==> config.mk <==
export PLATFORM = sky130hd
export DESIGN_NAME = tmvp_queue
export DESIGN_NICKNAME = d
export VERILOG_FILES = /design/src/hw/rtl/tmvp_pkg.sv /design/src/hw/rtl/tmvp_queue.sv
export SDC_FILE = /design/constraint.sdc
export NUM_CORES = 1
export LEC_CHECK = 0
export BUFFER_PORTS_ARGS = -buffer_cell sky130_fd_sc_hd__buf_2
export CORE_ASPECT_RATIO = 1.75
export CORE_MARGIN = 1
export CORE_UTILIZATION = 51
export DETAILED_ROUTE_END_ITERATION = 7
export PLACE_DENSITY_LB_ADDON = 0.2
export SLEW_MARGIN = 20
export SYNTH_ARGS = -nofsm -noshare
export SYNTH_HDL_FRONTEND = slang
export SYNTH_SLANG_ARGS = --single-unit
==> constraint.sdc <==
create_clock -name clk_i -period 2.9 [get_ports clk_i]
set_input_delay 0.29 -clock clk_i [delete_from_list [all_inputs] [get_ports clk_i]]
set_output_delay 0.29 -clock clk_i [all_outputs]
set_load 0.1 [all_outputs]
==> src/hw/rtl/tmvp_pkg.sv <==
// shared types, constants and helpers of the text mode video processor
`timescale 1ns / 1ps

package tmvp_pkg;

  localparam int unsigned AddrW       = 14;
  localparam int unsigned VramBytesDef = 16384;
  localparam int unsigned QDepth      = 2;
  localparam int unsigned NumRegs     = 8;
  localparam int unsigned CellOffW    = 11;
  localparam int unsigned RegNameBase = 2;
  localparam int unsigned RegPatBase  = 4;
  localparam int unsigned RegColour   = 7;
  localparam logic [15:0] DivSixMul   = 16'd171;

  typedef enum logic [2:0] {
    OP_SET_PTR    = 3'd0,
    OP_WRITE_BYTE = 3'd1,
    OP_READ_BYTE  = 3'd2,
    OP_WRITE_REG  = 3'd3,
    OP_READ_REG   = 3'd4,
    OP_PEEK       = 3'd5,
    OP_RENDER     = 3'd6,
    OP_NONE       = 3'd7
  } op_e;

  typedef enum logic [1:0] {
    BS_IDLE,
    BS_NAME,
    BS_PAT,
    BS_MEM
  } bst_e;

  typedef struct packed {
    op_e                 op;
    logic [AddrW-1:0]    bus;
    logic [2:0]          reg_idx;
    logic [CellOffW-1:0] cell_off;
    logic [2:0]          x_mod;
    logic [2:0]          y_mod;
  } cmd_t;

  // mirror a 14-bit address into a memory of at least a quarter of the space
  function automatic logic [AddrW-1:0] fold_addr(input logic [AddrW-1:0] a,
                                                 input logic [AddrW+1:0] bytes);
    logic [AddrW+1:0] v;
    v = {2'b00, a};
    if (v >= (bytes << 1)) v = v - (bytes << 1);
    if (v >= bytes) v = v - bytes;
    return v[AddrW-1:0];
  endfunction

endpackage

==> src/hw/rtl/tmvp_queue.sv <==
// short request queue between the decode front and the execute back
`timescale 1ns / 1ps

module tmvp_queue
  import tmvp_pkg::*;
(
  input  logic clk_i,
  input  logic rst_ni,
  input  logic push_i,
  input  cmd_t push_cmd_i,
  output logic full_o,
  output logic valid_o,
  output cmd_t head_o,
  input  logic pop_i
);

  localparam int unsigned PtrW = (QDepth > 1) ? $clog2(QDepth) : 1;
  localparam int unsigned CntW = $clog2(QDepth + 1);

  cmd_t            entry_q [QDepth];
  logic [PtrW-1:0] wr_ptr_q, wr_ptr_d;
  logic [PtrW-1:0] rd_ptr_q, rd_ptr_d;
  logic [CntW-1:0] cnt_q, cnt_d;

  assign full_o  = (cnt_q == CntW'(QDepth));
  assign valid_o = (cnt_q != '0);
  assign head_o  = entry_q[rd_ptr_q];

  always_comb begin
    wr_ptr_d = wr_ptr_q;
    rd_ptr_d = rd_ptr_q;
    cnt_d    = cnt_q;
    if (push_i) begin
      wr_ptr_d = (wr_ptr_q == PtrW'(QDepth - 1)) ? '0 : wr_ptr_q + 1'b1;
    end
    if (pop_i) begin
      rd_ptr_d = (rd_ptr_q == PtrW'(QDepth - 1)) ? '0 : rd_ptr_q + 1'b1;
    end
    if (push_i && !pop_i) cnt_d = cnt_q + 1'b1;
    else if (!push_i && pop_i) cnt_d = cnt_q - 1'b1;
  end

  always_ff @(posedge clk_i or negedge rst_ni) begin
    if (!rst_ni) begin
      wr_ptr_q <= '0;
      rd_ptr_q <= '0;
      cnt_q    <= '0;
    end else begin
      wr_ptr_q <= wr_ptr_d;
      rd_ptr_q <= rd_ptr_d;
      cnt_q    <= cnt_d;
    end
  end

  always_ff @(posedge clk_i) begin
    if (push_i) entry_q[wr_ptr_q] <= push_cmd_i;
  end

endmodule

==> metrics.txt <==
outcome=completed; CP arrival=1.95 ns; Horiz. Die Dim=59.4 um; YS warnings=0; ant diodes=0; Syn Nets=173; Synth cell types=14; met1 Track Usage GR=15.0%; routed via count=1,502; clock skew=0.00426 ns; first-pass GRT wire length=7000 um; routed wire length per instance=16.3 um; CP Class=reg2out; hold depth=1; GP Congestion=0.692; cell count after synthesis=131; TritonCTS clock tree=yes; FF-to-FF setup slack=1.27 ns; Worst-path clk slew=0.07 ns; Worst Max-Slew Pin Slew=0.894 ns; initial antenna violation count=0; vias in the first global route=1,602; syn_area_per_cell=22.5 um^2; multiplexer share of the synthesized area=16.7%; first-pass detailed-route iteration total=4; worst reg2reg path depth=2; Die Y=102 um; mapped cell area=2940 um^2; GRT Max-Usage Layer=met2; setup TNS=0 ns; Worst Hold Path EP=entry_q[0][15]; vias per std cell=4.97; relative slew slack=40.4%; Inserted Clock Buffers=9; crit-path cells=buf_12, mux2_2, buf_2; register area share after synthesis=78.9%; final core utilization=65.3%; Starting Density=53.1%; synth-to-layout area growth=23.1%; final setup fails=0; GR met3 Demand/Resource=7.09%; final period utilization=77.1%; DP HPWL=3420 um; Fmax achieved=0.447 GHz; Routed WL=4940 um; fin. max-slew vios=0; CP max-delay cell=dfrtp_2; total grt overflow=0; Reg2Reg Capture Point=entry_q[0][32]; Post-Synth Simple-Gate Area=0.978%; post-layout min period=2.24 ns; M2 GR Usage=30.3%; layout cells sized above 1=59.7%; die area=6090 um^2; most frequent cells in the layout=buf_2, edfxtp_1, mux2_4; largest net degree at the start of global routing=38; DRT iter0 DRCs=24; PortBufs=79; Startpoint Class=register; std cell rows=36; most common cell after layout, fill and taps aside=buf_2; H-tree Lvls=3; adder-cell share of the synthesized area=0.425%; Crit Reg-Reg Startpoint=wr_ptr_q; register area=2320 um^2; hold crit path type=in2reg; required time of the critical path=2.61 ns; # DRC=0; clk buf depth=2; worst path bufs/invs=2; Root Driver=clkbuf_8; Core ar.=5540 um^2; FF+latch count, synth=78; fill count=408; layout net count=263; worst hold slack=0.134 ns; worst skew pair latency=0.34 ns; Compound-Gate Fraction of Synth Area=0%; largest family of logic cells by synthesized area=multiplexers; Multi-input gate area=586 um^2; I/O pin cnt=80; endpoint class of the critical path=output pin; Fin. Hold Viols=0; Routed Antenna Nets=0; xor-xnor portion of the synthesized cell area=1.49%; min-delay src=push_cmd_i[15]; post-CTS sizing=0; CTS Sinks=78; Total GRT Usage=17.3%; CP max stage delay=0.68 ns; Max Cap Viol=0; Crit Path Max Fanout=20; delay-heaviest family, CP=flip-flops; RSZ-0062 raised after global routing=false
worst max-delay path by stage:
stage | from | end | depth (start not counted)
floorplan | wr_ptr_q | entry_q[0][0] | 1
global placement | rd_ptr_q | head_o[11] | 3
detailed placement | rd_ptr_q | head_o[15] | 3
CTS | rd_ptr_q | head_o[15] | 3
global route | rd_ptr_q | head_o[14] | 3
finish | rd_ptr_q | head_o[14] | 3
flip-flops by register name, summed over array words and instances, names as in the netlist:
name	flops
rd_ptr_q	1
entry_q	74
cnt_q	2
wr_ptr_q	1
synth_stat cells:
cell      count  area, um^2
and2_1        1        6.26
buf_2         1        5.00
buf_6         3        33.8
dfrtp_1       4         100
edfxtp_1     74        2220
ha_1          1        12.5
inv_1         1        3.75
mux2_2       17         191
mux2_4       20         300
nor2_1        1        3.75
nor2b_1       2        12.5
or2_2         1        6.26
xnor2_1       1        8.76
xor2_1        4        35.0
worst reg2reg max path: cells and delay by family (launching register included):
family / cells / cell delay [ns]
and+or+nand+nor: 1 / 0.61
DFF: 1 / 0.43
buffers and inverters: 1 / 0.30
what timing repair did:
| item | 4_1_cts | 5_1_grt |
|---|---|---|
| hold endpoints to repair | 4 | 0 |
| buffers inserted | 0 | 0 |
| hold buffers | 1 | 0 |
kinds of logic after synthesis:
logic type | Yosys count
DFF | 78
muxes | 37
xor gates and xnor gates | 5
buffers and inverters | 5
and+or+nand+nor | 5
adders and majority gates | 1
layout make-up:
cell class | instances | area share (%)
multi-input cells | 48 | 16.2
flip-flops and latches | 78 | 64.2
clock buffers | 15 | 4.60
well taps | 76 | 2.63
inverters | 1 | 0.104
clock inverters | 1 | 0.138
repair buffers | 83 | 12.2
layer usage:
metal / vias up / routed length (um)
li1: 689 / -
met1: 735 / 1680
met2: 61 / 2760
met3: 17 / 310
met4: 0 / 182
met5: - / 0
metrics by stage:
stage          area, um^2  instances  setup WS, ns
2_1_floorplan        2940        131         0.403
3_3_place_gp         3440        285          1.06
3_5_place_dp         3440        285          1.03
4_1_cts              3620        302         0.633
5_1_grt              3620        302         0.581
6_report             3620        302         0.665
Power is left out: the tool's default activity adds up to more than one toggle a clock period on the data nets, which glitch-free logic cannot reach.
