$ cat src/hw/rtl/tmvp_pkg.sv
// shared types, constants and helpers of the text mode video processor
`timescale 1ns / 1ps

package tmvp_pkg;

  localparam int unsigned AddrW       = 14;
  localparam int unsigned VramBytesDef = 16384;
  localparam int unsigned QDepth      = 2;
  localparam int unsigned NumRegs     = 8;
  localparam int unsigned CellOffW    = 11;
  localparam int unsigned RegNameBase = 2;
  localparam int unsigned RegPatBase  = 4;
  localparam int unsigned RegColour   = 7;
  localparam logic [15:0] DivSixMul   = 16'd171;

  typedef enum logic [2:0] {
    OP_SET_PTR    = 3'd0,
    OP_WRITE_BYTE = 3'd1,
    OP_READ_BYTE  = 3'd2,
    OP_WRITE_REG  = 3'd3,
    OP_READ_REG   = 3'd4,
    OP_PEEK       = 3'd5,
    OP_RENDER     = 3'd6,
    OP_NONE       = 3'd7
  } op_e;

  typedef enum logic [1:0] {
    BS_IDLE,
    BS_NAME,
    BS_PAT,
    BS_MEM
  } bst_e;

  typedef struct packed {
    op_e                 op;
    logic [AddrW-1:0]    bus;
    logic [2:0]          reg_idx;
    logic [CellOffW-1:0] cell_off;
    logic [2:0]          x_mod;
    logic [2:0]          y_mod;
  } cmd_t;

  // mirror a 14-bit address into a memory of at least a quarter of the space
  function automatic logic [AddrW-1:0] fold_addr(input logic [AddrW-1:0] a,
                                                 input logic [AddrW+1:0] bytes);
    logic [AddrW+1:0] v;
    v = {2'b00, a};
    if (v >= (bytes << 1)) v = v - (bytes << 1);
    if (v >= bytes) v = v - bytes;
    return v[AddrW-1:0];
  endfunction

endpackage

$ cat src/hw/rtl/tmvp_front.sv
// request intake: operation decode and screen cell arithmetic
`timescale 1ns / 1ps

module tmvp_front
  import tmvp_pkg::*;
(
  input  logic             in_valid_i,
  output logic             in_stall_o,
  input  logic [2:0]       operation_i,
  input  logic [AddrW-1:0] bus_value_i,
  input  logic [2:0]       reg_index_i,
  input  logic [7:0]       pixel_x_i,
  input  logic [7:0]       pixel_y_i,
  input  logic             full_i,
  output logic             push_o,
  output cmd_t             cmd_o
);

  logic [15:0]         prod;
  logic [5:0]          col;
  logic [7:0]          col_x6;
  logic [7:0]          x_rem;
  logic [4:0]          row;
  logic [CellOffW-1:0] row_x40;

  // column is x / 6 by reciprocal, exact for any 8-bit x
  always_comb begin
    prod    = 16'(pixel_x_i) * DivSixMul;
    col     = prod[15:10];
    col_x6  = {col, 2'b00} + {1'b0, col, 1'b0};
    x_rem   = pixel_x_i - col_x6;
    row     = pixel_y_i[7:3];
    row_x40 = {1'b0, row, 5'b0} + {3'b0, row, 3'b0};
  end

  assign in_stall_o = full_i;
  assign push_o     = in_valid_i && !full_i;

  always_comb begin
    cmd_o.op       = op_e'(operation_i);
    cmd_o.bus      = bus_value_i;
    cmd_o.reg_idx  = reg_index_i;
    cmd_o.cell_off = row_x40 + CellOffW'(col);
    cmd_o.x_mod    = x_rem[2:0];
    cmd_o.y_mod    = pixel_y_i[2:0];
  end

endmodule

$ cat config.mk
export PLATFORM = sky130hd
export DESIGN_NAME = tmvp_front
export DESIGN_NICKNAME = d
export VERILOG_FILES = /design/src/hw/rtl/tmvp_pkg.sv /design/src/hw/rtl/tmvp_front.sv
export SDC_FILE = /design/constraint.sdc
export NUM_CORES = 1
export LEC_CHECK = 0
export BUFFER_PORTS_ARGS = -buffer_cell sky130_fd_sc_hd__buf_4
export CORE_ASPECT_RATIO = 0.7
export CORE_MARGIN = 2
export CORE_UTILIZATION = 46
export DETAILED_ROUTE_END_ITERATION = 12
export GPL_TIMING_DRIVEN = 1
export PLACE_DENSITY = 0.82
export SLEW_MARGIN = 5
export SYNTH_ARGS = -nofsm -noshare
export SYNTH_HDL_FRONTEND = slang
export SYNTH_SLANG_ARGS = --single-unit
$ cat constraint.sdc
create_clock -name vclk -period 6
set_input_delay 0.6 -clock vclk [all_inputs]
set_output_delay 0.6 -clock vclk [all_outputs]
set_load 0.005 [all_outputs]
==> results.sh <==
export IMPL_dr_total_vias=1243
export IMPL_portBuffers=31
export IMPL_cp_arrival_ps=5430
export IMPL_via_per_inst=4.80
export IMPL_ys_types=25
export IMPL_critical_path_top_delay_family="adder cells"
export IMPL_gr_total_overflow=0
export IMPL_drive_gt1_frac=0.349
export IMPL_antenna_found_initial=0
export IMPL_p_leak_nw=1.14
export IMPL_power_density_nw_per_um2=309
export IMPL_worstPathMaxFanout=3
export IMPL_synthesis_area_sq_um=1700
export IMPL_ios=77
export IMPL_hold_viol=0
export IMPL_num_antenna_cells=0
export IMPL_grt_max_degree=6
export IMPL_seq_area_sq_um=0
export IMPL_start_util=0.482
export IMPL_dp_hpwl_um=2830
export IMPL_yosysWarnings=0
export IMPL_crit_path_top_delay_cell="fa_1"
export IMPL_drc_errors=0
export IMPL_setup_slack_ps=-26.4
export IMPL_coreArea_sq_um=3540
export IMPL_outcome="complete, but fails checks"
export IMPL_syn2layout_area_growth_pct=20.6
export IMPL_fmax_mhz=166
export IMPL_drtIter0Drc=17
export IMPL_max_stage_delay_ps=510
export IMPL_worst_pin_slew_ps=336
export IMPL_cp_cell_sequence="buf_8 > ha_4 > fa_1 > fa_1 > inv_1 > fa_1 > inv_2 > ha_4 > and3_4 > and3_4 > a221oi_4 > a21oi_2 > o311a_1 > fa_1 > inv_1 > ha_1 > a21o_1 > a21oi_2 > o21bai_1 > a21oi_2 > xnor2_1 > buf_4"
export IMPL_mostFrequentLayoutCells="buf_4, ha_1, inv_1, fa_1, xnor2_1"
export IMPL_peakVddDrop_uv=386
export IMPL_crit_path_frequent_cell="fa_1"
export IMPL_crit_buf_inv=5
export IMPL_fin_crit_ps=6030
export IMPL_dpl_worst_slack_ps=-347
export IMPL_start_kind="input port"
export IMPL_synthCells=181
export IMPL_post_route_period_util=1.00
export IMPL_fp_dieW_um=76.7
export IMPL_cap_violations=0
export IMPL_first_pass_iters=3
export IMPL_postSynthAreaPerCell_sq_um=9.41
export IMPL_die_h_um=54.9
export IMPL_grt_use_total=0.152
export IMPL_crit_type="input port to output port"
export IMPL_yosysSeqAreaShare=0
export IMPL_grt_pass1_vias=1215
export IMPL_end_kind="output port"
export IMPL_routed_wirelength_um=3160
export IMPL_required_ps=5400
export IMPL_fin_nets=316
export IMPL_setup_viol=1
export IMPL_slew_violations=0
export IMPL_wl_per_cell_um=12.2
export IMPL_rsz0062_at_grt="true"
export IMPL_grt_first_pass_wirelength_um=5110
export IMPL_final_clkbuf_count=0
export IMPL_syn_num_nets=286
export IMPL_rows=18
export IMPL_violations="setup timing"
export IMPL_gp_congestion=0.818
export IMPL_final_common_cell="buf_4"
export IMPL_dieArea_sq_um=4210
export IMPL_final_cell_area_sq_um=2050
export IMPL_fin_tns_setup_ps=-26.4
export IMPL_hold_path_class="input port to output port"
export IMPL_n_sequential_cell=0
export IMPL_placed_area_sq_um=1980
export IMPL_slew_headroom=0.776
export IMPL_ant_nets=0
## power by group
group	internal (mW)	total (mW)	switching, mW
combinational	0.363	0.634	0.271
clock	0	0	0
sequential	0	0	0
total	0.363	0.634	0.271
## stage by stage
step                hold slack (ps)  total power, mW  instances  utilization
global route                   1200            0.703        259        0.581
detailed placement             1200            0.604        257        0.559
global placement               1200            0.591        257        0.559
finish                         1200            0.634        259        0.581
floorplan                      1230            0.375        181            -
CTS                            1200            0.628        257        0.571
## final cells by class
type,count,area (sq um)
well taps,50,62.6
fillers,304,1480
inverters,43,161
multi-input cells,114,1430
repair buffers,52,402
## layer usage
layer | global-route usage | part of all wire | vias to the layer above
li1 | - | - | 631
met5 | 0 | 0 | -
met2 | 0.300 | 0.48 | 20
met3 | 0.00649 | 0.028 | 4
met1 | 0.202 | 0.48 | 588
met4 | 0.00606 | 0.010 | 0
## logic make-up (layout without fill, tap and decap cells)
group / count (synthesis) / count (layout) / synth area share
simple gates: 10 / 10 / 0.0345
buf+inv: 67 / 95 / 0.201
compound gates: 24 / 24 / 0.128
xor+xnor: 13 / 13 / 0.0830
fa+ha+maj: 67 / 67 / 0.554
## timing repair
item / CTS / global route
hold buffers: 0 / 0
pin swaps: 16 / 8
resized for setup: 8 / 5
endpoints found under the setup margin: 5 / 4
setup buffers: 0 / 2
cloned: 0 / 0
## Yosys cell counts, drive strengths merged
| cell type | count | area, sq um |
|---|---|---|
| inv | 43 | 161 |
| o311a | 1 | 10.0 |
| xnor2 | 8 | 70.1 |
| ha | 53 | 663 |
| and3 | 2 | 22.5 |
| a2111o | 1 | 11.3 |
| nor2b | 2 | 12.5 |
| a221oi | 1 | 26.3 |
| a2111oi | 1 | 15.0 |
| buf | 24 | 180 |
| fa | 14 | 280 |
| o21a | 1 | 7.51 |
| o21bai | 3 | 22.5 |
| nor3 | 1 | 5.00 |
| a21oi | 10 | 57.6 |
| nand2 | 2 | 7.51 |
| a21o | 1 | 7.51 |
| nor2 | 3 | 11.3 |
| xnor3 | 2 | 45.0 |
| xor2 | 3 | 26.3 |
| a41oi | 1 | 16.3 |
| o21ai | 3 | 22.5 |
| a31oi | 1 | 21.3 |
## path summary, 6_finish.rpt
kind	start	cells after the start	slack [ps]	end
setup / recovery	pixel_x_i[3]	22	-30	cmd_o[15]
hold / removal	bus_value_i[2]	0	1200	cmd_o[22]
Note: power is estimated with default switching activity, not from simulation.
